==> config.mk <==
export PLATFORM = sky130hd
export DESIGN_NAME = timed_pwm_vibrator_driver
export DESIGN_NICKNAME = d
export VERILOG_FILES = /design/src/sv/tpvd_pkg.sv /design/src/sv/tpvd_chan.sv /design/src/sv/tpvd_dp.sv /design/src/sv/tpvd_ctrl.sv /design/src/sv/timed_pwm_vibrator_driver.sv
export SDC_FILE = /design/constraint.sdc
export NUM_CORES = 2
export LEC_CHECK = 0
export ABC_AREA = 1
export ABC_CLOCK_PERIOD_IN_PS = 11600
export BUFFER_PORTS_ARGS = -buffer_cell sky130_fd_sc_hd__buf_2
export CELL_PAD_IN_SITES_DETAIL_PLACEMENT = 1
export CELL_PAD_IN_SITES_GLOBAL_PLACEMENT = 2
export CORE_UTILIZATION = 36
export CTS_CLUSTER_DIAMETER = 120
export DETAILED_ROUTE_END_ITERATION = 7
export GPL_ROUTABILITY_DRIVEN = 0
export GPL_TIMING_DRIVEN = 0
export PLACE_DENSITY_LB_ADDON = 0.1
export SLEW_MARGIN = 40
export SYNTH_ARGS = -nofsm -noshare
export SYNTH_HDL_FRONTEND = slang
export SYNTH_SLANG_ARGS = --single-unit
export TNS_END_PERCENT = 10
==> constraint.sdc <==
create_clock -name clk -period 11.6 [get_ports clk]
set_clock_uncertainty 0.15 [all_clocks]
set_input_delay 0.58 -clock clk [delete_from_list [all_inputs] [get_ports clk]]
set_output_delay 0.58 -clock clk [all_outputs]
set_load 0.01 [all_outputs]
==> src/sv/tpvd_pkg.sv <==
package tpvd_pkg;

	// Fixed field widths
	localparam int OP_BITS       = 2;
	localparam int DUR_BITS      = 16;
	localparam int SLOT_BITS     = 4;
	localparam int US_BITS       = 26;
	localparam int GRANT_BITS    = 17;
	localparam int CFG_IDX_BITS  = 2;

	localparam int MS_TO_US = 1000;
	localparam logic [GRANT_BITS-1:0] GRANT_MAX = '1;

	// floor(x / 1000) == (x * RECIP_M) >> RECIP_SHIFT for every x below 2**32
	localparam int RECIP_BITS  = 29;
	localparam int RECIP_SHIFT = 38;
	localparam logic [RECIP_BITS-1:0] RECIP_M = 29'd274877907;

	// Configuration register indexes
	localparam logic [CFG_IDX_BITS-1:0] CFG_ENABLE_LEVEL      = 2'd0;
	localparam logic [CFG_IDX_BITS-1:0] CFG_DIRECTION_LEVEL   = 2'd1;
	localparam logic [CFG_IDX_BITS-1:0] CFG_DIRECTION_PRESENT = 2'd2;

	typedef enum logic [OP_BITS-1:0] {
		OP_TICK = 2'd0,
		OP_ON   = 2'd1,
		OP_OFF  = 2'd2,
		OP_LOAD = 2'd3
	} tpvd_op_t;

	typedef struct packed {
		logic en_level;
		logic dir_level;
		logic dir_present;
	} tpvd_cfg_t;

	typedef struct packed {
		logic setup;
		logic stop;
		logic tick;
	} tpvd_chan_cmd_t;

	typedef struct packed {
		logic latch;
		logic clear_res;
		logic tick;
		logic stop;
		logic scan_init;
		logic scan_step;
		logic pick;
		logic fetch;
		logic setup;
		logic grant;
		logic emit;
	} tpvd_cmd_t;

	typedef struct packed {
		tpvd_op_t op;
		logic     scan_last;
		logic     found;
	} tpvd_stat_t;

	typedef struct packed {
		logic                  enable_pin;
		logic                  direction_pin;
		logic                  profile_found;
		logic [SLOT_BITS-1:0]  selected_profile;
		logic [GRANT_BITS-1:0] granted_ms;
	} tpvd_result_t;

endpackage

==> src/sv/tpvd_chan.sv <==
module tpvd_chan
	import tpvd_pkg::*;
#(
	parameter int TIME_BITS = 26
) (
	input  logic                 clk,
	input  logic                 arst_n,
	input  tpvd_chan_cmd_t       cmd,
	input  logic                 hold_active,
	input  logic [TIME_BITS-1:0] on_time,
	input  logic [TIME_BITS-1:0] off_time,
	output logic                 stage_on
);

	logic [TIME_BITS-1:0] on_q, off_q, cd_q, cd_dec;
	logic                 run_q, stage_q;

	assign cd_dec   = (cd_q != '0) ? cd_q - 1'b1 : '0;
	assign stage_on = stage_q;

	always_ff @(posedge clk or negedge arst_n) begin
		if (!arst_n) begin
			on_q    <= '0;
			off_q   <= '0;
			cd_q    <= '0;
			run_q   <= 1'b0;
			stage_q <= 1'b0;
		end else if (cmd.setup) begin
			on_q  <= on_time;
			off_q <= off_time;
			if (on_time != '0) begin
				stage_q <= 1'b1;
				run_q   <= 1'b1;
				cd_q    <= on_time;
			end else begin
				stage_q <= 1'b0;
				run_q   <= 1'b0;
				cd_q    <= '0;
			end
		end else if (cmd.stop) begin
			stage_q <= 1'b0;
			run_q   <= 1'b0;
			cd_q    <= '0;
		end else if (cmd.tick && run_q) begin
			if (cd_dec != '0) begin
				cd_q <= cd_dec;
			end else if (stage_q) begin
				if (off_q != '0) begin
					stage_q <= 1'b0;
					cd_q    <= off_q;
				end else begin
					// no off phase: enable drops, direction holds its active level
					run_q <= 1'b0;
					cd_q  <= '0;
					if (!hold_active) stage_q <= 1'b0;
				end
			end else if (on_q != '0) begin
				stage_q <= 1'b1;
				cd_q    <= on_q;
			end else begin
				run_q <= 1'b0;
				cd_q  <= '0;
			end
		end
	end

	a_run_has_count: assert property (@(posedge clk) disable iff (!arst_n)
		run_q |-> (cd_q != '0))
		else $error("channel timer pending with zero countdown");

endmodule

==> src/sv/tpvd_dp.sv <==
module tpvd_dp
	import tpvd_pkg::*;
#(
	parameter int PROFILE_ENTRIES = 9,
	parameter int TIME_BITS       = 26
) (
	input  logic                 clk,
	input  logic                 arst_n,
	input  tpvd_cmd_t            cmd,
	input  tpvd_cfg_t            cfg,
	input  logic [OP_BITS-1:0]   opcode,
	input  logic [DUR_BITS-1:0]  duration_ms,
	input  logic [SLOT_BITS-1:0] profile_slot,
	input  logic [TIME_BITS-1:0] profile_time_us,
	input  logic [TIME_BITS-1:0] profile_period_us,
	input  logic [TIME_BITS-1:0] profile_duty_enable_us,
	input  logic [TIME_BITS-1:0] profile_duty_direction_us,
	output tpvd_stat_t           stat,
	output tpvd_result_t         res
);

	localparam int IW = (PROFILE_ENTRIES > 1) ? $clog2(PROFILE_ENTRIES) : 1;
	localparam int CW = (TIME_BITS > US_BITS) ? TIME_BITS : US_BITS;
	localparam int PW = CW + RECIP_BITS;
	localparam int QW = PW - RECIP_SHIFT;
	localparam logic [TIME_BITS-1:0] TIME_MAX = '1;
	localparam logic [IW-1:0]        LAST_IDX = IW'(PROFILE_ENTRIES - 1);

	// Profile table
	logic [TIME_BITS-1:0] tbl_time_q   [PROFILE_ENTRIES];
	logic [TIME_BITS-1:0] tbl_period_q [PROFILE_ENTRIES];
	logic [TIME_BITS-1:0] tbl_duty_e_q [PROFILE_ENTRIES];
	logic [TIME_BITS-1:0] tbl_duty_d_q [PROFILE_ENTRIES];

	tpvd_op_t             op_q;
	logic [US_BITS-1:0]   us_q, us_calc;
	logic                 slot_ok, load_wr;

	logic [IW-1:0]        scan_idx_q, rd_idx, lo_i_q, ge_i_q, sel_q;
	logic                 lo_v_q, ge_v_q, found_q;
	logic [TIME_BITS-1:0] lo_t_q, ge_t_q, rd_time;
	logic                 t_nz, t_below, take_lo, take_ge;

	logic [TIME_BITS-1:0]  period_q, duty_e_q, duty_d_q;
	logic [CW-1:0]         total_q, total_calc;
	logic [PW-1:0]         prod_q;
	logic [QW-1:0]         quot;
	logic [GRANT_BITS-1:0] granted_q;

	logic [TIME_BITS-1:0] total_sat, on_e, off_e, on_d, off_d;
	logic                 eq_e, eq_d, en_stage, dir_stage;
	tpvd_chan_cmd_t       en_cmd, dir_cmd;

	assign us_calc = US_BITS'(duration_ms) * US_BITS'(MS_TO_US);
	assign slot_ok = ({1'b0, profile_slot} < (SLOT_BITS + 1)'(PROFILE_ENTRIES));
	assign load_wr = cmd.latch && (tpvd_op_t'(opcode) == OP_LOAD) && slot_ok;

	always_ff @(posedge clk or negedge arst_n) begin
		if (!arst_n) begin
			for (int i = 0; i < PROFILE_ENTRIES; i++) begin
				tbl_time_q[i]   <= '0;
				tbl_period_q[i] <= '0;
				tbl_duty_e_q[i] <= '0;
				tbl_duty_d_q[i] <= '0;
			end
		end else if (load_wr) begin
			tbl_time_q[profile_slot[IW-1:0]]   <= profile_time_us;
			tbl_period_q[profile_slot[IW-1:0]] <= profile_period_us;
			tbl_duty_e_q[profile_slot[IW-1:0]] <= profile_duty_enable_us;
			tbl_duty_d_q[profile_slot[IW-1:0]] <= profile_duty_direction_us;
		end
	end

	// One read address: scan index while scanning, chosen entry otherwise
	assign rd_idx  = cmd.scan_step ? scan_idx_q : sel_q;
	assign rd_time = tbl_time_q[rd_idx];
	assign t_nz    = (rd_time != '0);
	assign t_below = (CW'(rd_time) < CW'(us_q));
	assign take_lo = t_nz && t_below && (!lo_v_q || (lo_t_q < rd_time));
	assign take_ge = t_nz && !t_below && (!ge_v_q || (ge_t_q >= rd_time));

	always_ff @(posedge clk or negedge arst_n) begin
		if (!arst_n) begin
			op_q       <= OP_TICK;
			scan_idx_q <= '0;
			lo_v_q     <= 1'b0;
			ge_v_q     <= 1'b0;
			found_q    <= 1'b0;
			sel_q      <= '0;
			granted_q  <= '0;
		end else begin
			if (cmd.latch) op_q <= tpvd_op_t'(opcode);
			if (cmd.clear_res) begin
				found_q   <= 1'b0;
				sel_q     <= '0;
				granted_q <= '0;
			end
			if (cmd.scan_init) begin
				scan_idx_q <= '0;
				lo_v_q     <= 1'b0;
				ge_v_q     <= 1'b0;
			end
			if (cmd.scan_step) begin
				if (take_lo) lo_v_q <= 1'b1;
				if (take_ge) ge_v_q <= 1'b1;
				if (!stat.scan_last) scan_idx_q <= scan_idx_q + 1'b1;
			end
			if (cmd.pick) begin
				found_q <= 1'b1;
				sel_q   <= ge_v_q ? ge_i_q : lo_i_q;
			end
			if (cmd.grant) granted_q <= (quot > QW'(GRANT_MAX)) ? GRANT_MAX
			                                                   : quot[GRANT_BITS-1:0];
		end
	end

	assign total_calc = (CW'(us_q) < CW'(tbl_period_q[rd_idx])) ? CW'(tbl_period_q[rd_idx])
	                                                            : CW'(us_q);
	assign quot = prod_q[PW-1:RECIP_SHIFT];

	always_ff @(posedge clk) begin
		if (cmd.latch) us_q <= us_calc;
		if (cmd.scan_step && take_lo) begin
			lo_t_q <= rd_time;
			lo_i_q <= scan_idx_q;
		end
		if (cmd.scan_step && take_ge) begin
			ge_t_q <= rd_time;
			ge_i_q <= scan_idx_q;
		end
		if (cmd.fetch) begin
			period_q <= tbl_period_q[rd_idx];
			duty_e_q <= tbl_duty_e_q[rd_idx];
			duty_d_q <= tbl_duty_d_q[rd_idx];
			total_q  <= total_calc;
		end
		if (cmd.setup) prod_q <= PW'(total_q) * PW'(RECIP_M);
	end

	// Duty equal to period stretches both to the granted total; off-time floors at zero
	assign total_sat = (total_q > CW'(TIME_MAX)) ? TIME_MAX : total_q[TIME_BITS-1:0];
	assign eq_e  = (duty_e_q == period_q);
	assign eq_d  = (duty_d_q == period_q);
	assign on_e  = eq_e ? total_sat : duty_e_q;
	assign on_d  = eq_d ? total_sat : duty_d_q;
	assign off_e = (!eq_e && (period_q > duty_e_q)) ? period_q - duty_e_q : '0;
	assign off_d = (!eq_d && (period_q > duty_d_q)) ? period_q - duty_d_q : '0;

	assign en_cmd  = '{setup: cmd.setup, stop: cmd.stop, tick: cmd.tick};
	assign dir_cmd = '{setup: cmd.setup && cfg.dir_present,
	                   stop:  cmd.stop && cfg.dir_present,
	                   tick:  cmd.tick && cfg.dir_present};

	tpvd_chan #(.TIME_BITS(TIME_BITS)) u_en_chan (
		.clk         (clk),
		.arst_n      (arst_n),
		.cmd         (en_cmd),
		.hold_active (1'b0),
		.on_time     (on_e),
		.off_time    (off_e),
		.stage_on    (en_stage)
	);

	tpvd_chan #(.TIME_BITS(TIME_BITS)) u_dir_chan (
		.clk         (clk),
		.arst_n      (arst_n),
		.cmd         (dir_cmd),
		.hold_active (1'b1),
		.on_time     (on_d),
		.off_time    (off_d),
		.stage_on    (dir_stage)
	);

	assign stat.op        = op_q;
	assign stat.scan_last = !t_nz || (scan_idx_q == LAST_IDX);
	assign stat.found     = lo_v_q || ge_v_q;

	assign res.enable_pin       = en_stage ? cfg.en_level : ~cfg.en_level;
	assign res.direction_pin    = cfg.dir_present && (dir_stage ? cfg.dir_level
	                                                           : ~cfg.dir_level);
	assign res.profile_found    = found_q;
	assign res.selected_profile = SLOT_BITS'(sel_q);
	assign res.granted_ms       = granted_q;

	a_grant_needs_entry: assert property (@(posedge clk) disable iff (!arst_n)
		(granted_q != '0) |-> found_q)
		else $error("granted length without a chosen entry");

	a_sel_in_table: assert property (@(posedge clk) disable iff (!arst_n)
		found_q |-> ({1'b0, sel_q} < (IW + 1)'(PROFILE_ENTRIES)))
		else $error("chosen entry outside the table");

endmodule

==> src/sv/tpvd_ctrl.sv <==
module tpvd_ctrl
	import tpvd_pkg::*;
(
	input  logic       clk,
	input  logic       arst_n,
	input  logic       in_valid,
	input  logic       out_free,
	input  tpvd_stat_t stat,
	output logic       in_stall,
	output tpvd_cmd_t  cmd
);

	typedef enum logic [7:0] {
		S_IDLE     = 8'b0000_0001,
		S_DISPATCH = 8'b0000_0010,
		S_SCAN     = 8'b0000_0100,
		S_PICK     = 8'b0000_1000,
		S_FETCH    = 8'b0001_0000,
		S_SETUP    = 8'b0010_0000,
		S_GRANT    = 8'b0100_0000,
		S_EMIT     = 8'b1000_0000
	} tpvd_state_t;

	tpvd_state_t state_q, state_d;

	assign in_stall = (state_q != S_IDLE);

	always_comb begin
		cmd     = '0;
		state_d = state_q;
		unique case (state_q)
			S_IDLE: begin
				if (in_valid) begin
					cmd.latch = 1'b1;
					state_d   = S_DISPATCH;
				end
			end
			S_DISPATCH: begin
				cmd.clear_res = 1'b1;
				unique case (stat.op)
					OP_TICK: begin
						cmd.tick = 1'b1;
						state_d  = S_EMIT;
					end
					OP_ON: begin
						cmd.scan_init = 1'b1;
						state_d       = S_SCAN;
					end
					OP_OFF: begin
						cmd.stop = 1'b1;
						state_d  = S_EMIT;
					end
					OP_LOAD: state_d = S_EMIT;
					default: state_d = S_EMIT;
				endcase
			end
			S_SCAN: begin
				cmd.scan_step = 1'b1;
				if (stat.scan_last) state_d = S_PICK;
			end
			S_PICK: begin
				if (stat.found) begin
					cmd.pick = 1'b1;
					state_d  = S_FETCH;
				end else begin
					state_d = S_EMIT;
				end
			end
			S_FETCH: begin
				cmd.fetch = 1'b1;
				state_d   = S_SETUP;
			end
			S_SETUP: begin
				cmd.setup = 1'b1;
				state_d   = S_GRANT;
			end
			S_GRANT: begin
				cmd.grant = 1'b1;
				state_d   = S_EMIT;
			end
			S_EMIT: begin
				if (out_free) begin
					cmd.emit = 1'b1;
					state_d  = S_IDLE;
				end
			end
			default: state_d = S_IDLE;
		endcase
	end

	always_ff @(posedge clk or negedge arst_n) begin
		if (!arst_n) state_q <= S_IDLE;
		else         state_q <= state_d;
	end

endmodule

==> src/sv/timed_pwm_vibrator_driver.sv <==
// Vibrator pin driver with a profile table. Each accepted input beat is one command:
// a one-microsecond tick, power on, power off or a profile load, and each gives exactly
// one result beat with the current pin levels and, for a power on that found an
// entry, the chosen slot and the granted length in milliseconds. A power on scans the
// table entries up to the first zero time, at most PROFILE_ENTRIES of them, through
// one read port, one entry per clock, then picks, fetches, sets up the channels and
// grants; a power on that finds nothing skips those last steps. The result sits in an
// output register, so the next beat is taken while it waits to be drained. The table
// lives in flops cleared by reset, with no clearing pass. Write the configuration
// registers only while no command is in flight.
module timed_pwm_vibrator_driver
	import tpvd_pkg::*;
#(
	parameter int PROFILE_ENTRIES = 9,
	parameter int TIME_BITS       = 26
) (
	input  logic                    clk,
	input  logic                    arst_n,
	// command channel
	input  logic                    in_valid,
	output logic                    in_stall,
	input  logic [OP_BITS-1:0]      opcode,
	input  logic [DUR_BITS-1:0]     duration_ms,
	input  logic [SLOT_BITS-1:0]    profile_slot,
	input  logic [TIME_BITS-1:0]    profile_time_us,
	input  logic [TIME_BITS-1:0]    profile_period_us,
	input  logic [TIME_BITS-1:0]    profile_duty_enable_us,
	input  logic [TIME_BITS-1:0]    profile_duty_direction_us,
	// result channel
	output logic                    out_valid,
	input  logic                    out_stall,
	output logic                    enable_pin,
	output logic                    direction_pin,
	output logic                    profile_found,
	output logic [SLOT_BITS-1:0]    selected_profile,
	output logic [GRANT_BITS-1:0]   granted_ms,
	// configuration write port
	input  logic                    cfg_we,
	input  logic [CFG_IDX_BITS-1:0] cfg_index,
	input  logic                    cfg_data
);

	tpvd_cfg_t    cfg_q;
	tpvd_cmd_t    cmd;
	tpvd_stat_t   stat;
	tpvd_result_t res, res_q;
	logic         out_valid_q, out_free;

	// Configuration registers; writes to unused indexes drop
	always_ff @(posedge clk or negedge arst_n) begin
		if (!arst_n) begin
			cfg_q.en_level    <= 1'b1;
			cfg_q.dir_level   <= 1'b1;
			cfg_q.dir_present <= 1'b0;
		end else if (cfg_we) begin
			unique case (cfg_index)
				CFG_ENABLE_LEVEL:      cfg_q.en_level    <= cfg_data;
				CFG_DIRECTION_LEVEL:   cfg_q.dir_level   <= cfg_data;
				CFG_DIRECTION_PRESENT: cfg_q.dir_present <= cfg_data;
				default: ;
			endcase
		end
	end

	// Sequencer: accepts a beat in idle, walks the datapath through the command
	tpvd_ctrl u_ctrl (
		.clk      (clk),
		.arst_n   (arst_n),
		.in_valid (in_valid),
		.out_free (out_free),
		.stat     (stat),
		.in_stall (in_stall),
		.cmd      (cmd)
	);

	// Table, profile search, channel setup arithmetic and the two pin timers
	tpvd_dp #(
		.PROFILE_ENTRIES (PROFILE_ENTRIES),
		.TIME_BITS       (TIME_BITS)
	) u_dp (
		.clk                       (clk),
		.arst_n                    (arst_n),
		.cmd                       (cmd),
		.cfg                       (cfg_q),
		.opcode                    (opcode),
		.duration_ms               (duration_ms),
		.profile_slot              (profile_slot),
		.profile_time_us           (profile_time_us),
		.profile_period_us         (profile_period_us),
		.profile_duty_enable_us    (profile_duty_enable_us),
		.profile_duty_direction_us (profile_duty_direction_us),
		.stat                      (stat),
		.res                       (res)
	);

	// Output register: free when empty or draining this clock
	assign out_free = !out_valid_q || !out_stall;

	always_ff @(posedge clk or negedge arst_n) begin
		if (!arst_n)        out_valid_q <= 1'b0;
		else if (cmd.emit)  out_valid_q <= 1'b1;
		else if (!out_stall) out_valid_q <= 1'b0;
	end

	// Hold the result beat until it is taken
	always_ff @(posedge clk) begin
		if (cmd.emit) res_q <= res;
	end

	assign out_valid        = out_valid_q;
	assign enable_pin       = res_q.enable_pin;
	assign direction_pin    = res_q.direction_pin;
	assign profile_found    = res_q.profile_found;
	assign selected_profile = res_q.selected_profile;
	assign granted_ms       = res_q.granted_ms;

	a_emit_into_free_slot: assert property (@(posedge clk) disable iff (!arst_n)
		cmd.emit |-> (!out_valid_q || !out_stall))
		else $error("result written over a beat still waiting");

endmodule

==> flow_summary.toml <==
[synth]
synth_compound_area_frac = 0.1592
synth-simple-area-share = 0.1627
synth.most_common_cell = "nand2_1"
syn_nets = 10177
syn_area_um2 = 79720
syn_inst = 9279
synth-edff-count = 228
synthXorXnorAreaFrac = 0.01011
synth_common_cells = "nand2_1 (1975), o21ai_0 (1474), dfrtp_1 (1135), inv_1 (1118), nor2_1 (620)"
yosysWarnings = 0
synthAdderAreaFrac = 0.1463
synth_top_cell_by_area = "dfrtp_1"
synth_mux_area_frac = 0
synth-main-ff-cell = "dfrtp_1"
ys_seq_area_frac = 0.4432
synth_area_leaders = "dfrtp_1 (36%), nand2_1 (9.3%), o21ai_0 (9.3%)"
synth.top_cell.area_share = 0.3563
avgSynthCellArea_um2 = 8.591
synth.distinct_cells = 69
synth-seq-cells = 1366
synth_top_family_by_area = "simple AND/OR/NAND/NOR gates"
async_reset_ff_frac = 0.8331

[timing]
setup_viol = 0
report.final.slew_viol_count = 0
slew_headroom = 0.3435
tightest_slew_ps = 984.8
hold_viol_final = 0
max_clock_freq_mhz = 133.5
fin_crit_sh = 0.6459
setup_tns_ps = 0
min_period_ps = 7492
rsz0062_at_grt = "false"

[min_path]
min_from = "profile_duty_direction_us[10]"
min_path_type = "in2reg"

[pwr]
cellLeakagePower_nw = 42.77
peakVddDrop_v = 0.0001339
p_per_area_nw_per_um2 = 158.9

[setup_path]
critPathSlowestCell = "edfxtp_1"
crit_path_end_kind = "flip-flop"
crit_chain = "inv_1 -> ha_1 -> inv_1 -> fa_1 -> inv_1 -> fa_1 -> fa_1 -> fa_1 -> inv_1 -> fa_1 -> inv_1 -> fa_1 -> inv_1 -> ha_1 -> nand2_1 -> nor2_1 -> inv_1 -> nor3_1 -> nand2_1 -> nand3_1 -> a21oi_1 -> o21ai_0 -> a31oi_1 -> xnor2_1"
critPathKind = "reg2reg"
arrival_ps = 7860
crit_path_frequent_cell = "inv_1"
crit_required_ps = 11960
reg2reg_from = "u_dp.total_q[6]"
crit_path_start = "u_dp.total_q[6]"
cpPeakStageDelay_ps = 870
worst_setup_path_start_kind = "flip-flop"
cp_max_fo = 9

[route]
drc_errors = 0
post_drt_wl_per_cell_um = 27.43
avgViaCountPerCell = 5.502
wl_met3_um = 20260
wirelength_um = 351000
drt-met1-wl_um = 157800
wl_met2_um = 158000
first_pass_iters = 6
vias = 70419
initialDrtViolationCount = 5916
drtAntennaViolNets = 0
top_layer_used = "met5"

[finish]
drive_gt1_frac = 0.07816
n_fill_cell = 26078
utilization = 0.4146
area_delta_synth_final_pct = 14.38
final_nets = 10609

[status]
status = "finished, final reports clean"

[clocking]
htreeDepth = 4
cts_num_sinks = 1366
clock_path_buffers = 3
cts-resized-gates = 0
cts_setup_buffers = 0
path_clk_slew_ps = 60
clock_tree.root_cell = "clkbuf_16"
cts_made_buffers = 163
clk_latency_ps = 850
cts_hold_buf = 48
tritoncts = "done"

[floorplanning]
core_um2 = 219900
boundaryPins = 160
fp.dieH_um = 472.6
die_area_um2 = 223300
start_util = 0.3625
std_cell_rows = 172
die_w_um = 472.6

[global_routing]
grt_pass1_vias = 72890
gr-usage-all-layers = 0.3135
grt_max_degree = 100
gr-total-overflow = 0
antenna_found_initial = 18
grt_pass1_wl_um = 510500

[run]
cap_violations = 0

[placement]
io_buffer_count = 159
dp_hpwl_um = 263600
-- power by group --
group	internal [mW]	leakage, nW	switching [mW]	total [mW]
sequential	5.49	17.7	0.465	5.96
combinational	1.09	22.3	2.12	3.21
clock	3.05	2.68	2.27	5.32
total	9.63	42.8	4.86	14.5
-- flip-flops by register name, indices dropped and copies added (netlist names), 26 cells and up --
signal	cells
u_dp.u_dir_chan.on_q	26
u_dp.tbl_duty_e_q	234
u_dp.duty_e_q	26
u_dp.tbl_period_q	234
u_dp.duty_d_q	26
u_dp.total_q	26
u_dp.u_en_chan.on_q	26
u_dp.u_dir_chan.cd_q	26
u_dp.tbl_duty_d_q	234
u_dp.period_q	26
u_dp.u_en_chan.off_q	26
u_dp.ge_t_q	26
u_dp.tbl_time_q	234
u_dp.u_en_chan.cd_q	26
u_dp.lo_t_q	26
u_dp.u_dir_chan.off_q	26
-- per-layer routing --
metal,track usage,up-vias
met2,0.4908,2183
met4,0.1215,6
met5,0,-
met1,0.4363,36035
li1,-,31631
met3,0.04573,564
-- per-stage QoR --
| stage | setup WS (ps) | hold WS [ps] | power [mW] | cells | instance area (um2) |
|---|---|---|---|---|---|
| 2_1_floorplan | 2.345 | 134.4 | 7.878 | 9279 | 79720 |
| 3_3_place_gp | -17680 | 283.9 | 9.071 | 12396 | 84210 |
| 3_5_place_dp | 4165 | 285.3 | 9.190 | 12454 | 85150 |
| 4_1_cts | 4112 | 3.021 | 14.56 | 12795 | 91120 |
| 5_1_grt | 3811 | 40.45 | 15.22 | 12799 | 91190 |
| 6_report | 4108 | 30.41 | 14.49 | 12799 | 91190 |
-- cells by family after synthesis --
family / Yosys count
buffers and inverters: 1603
adder cells (fa/ha/maj): 764
AND/OR/NAND/NOR: 3164
AO/OA/AOI/OAI: 2290
flip-flops: 1366
XOR/XNOR: 92
-- worst max-delay path: cells and delay by family (launching register included) --
| kind | cells | cell delay, ps |
|---|---|---|
| fa+ha+maj | 8 | 3890 |
| compound gates | 3 | 510 |
| buf+inv | 7 | 840 |
| flops | 1 | 870 |
| xor+xnor | 1 | 200 |
| simple gates | 5 | 720 |
-- final timing paths --
kind | endpoint | slack [ps] | cells past startpoint
max | u_dp.prod_q[46] | 4110 | 24
min | u_dp.tbl_duty_d_q[62] | 30 | 3
max reg2reg | u_dp.prod_q[46] | 4110 | 24
min reg2reg | granted_ms[11] | 300 | 0
max in group asynchronous | u_dp.tbl_time_q[31] | 8490 | 7
min in group asynchronous | u_dp.u_dir_chan.cd_q[9] | 110 | 2
-- final cells by class --
cell class | instances | area [um2] | share of cell area
buffer | 464 | 2088 | 0.02290
multi-input combinational | 6310 | 38240 | 0.4194
clock buffer | 230 | 4653 | 0.05103
antenna | 2 | 5.005 | 0.00005489
clock inverter | 63 | 837.1 | 0.009180
inverter | 1139 | 4275 | 0.04689
sequential | 1366 | 35330 | 0.3874
timing repair buffer | 267 | 2056 | 0.02254
tap | 2958 | 3701 | 0.04059
-- cell usage in the layout (no fill, tap or decap), types with 165 or more instances in the layout --
master,netlist,layout
nand2_1,1975,1974
o21ai_0,1474,1460
dfrtp_1,1135,1135
inv_1,1118,1116
nor2_1,620,619
ha_1,484,484
nand3_1,359,359
clkbuf_1,358,318
a21oi_1,307,307
fa_1,280,280
buf_2,67,249
edfxtp_1,228,228
clkbuf_16,0,165
(Power assumes the default switching activity.)
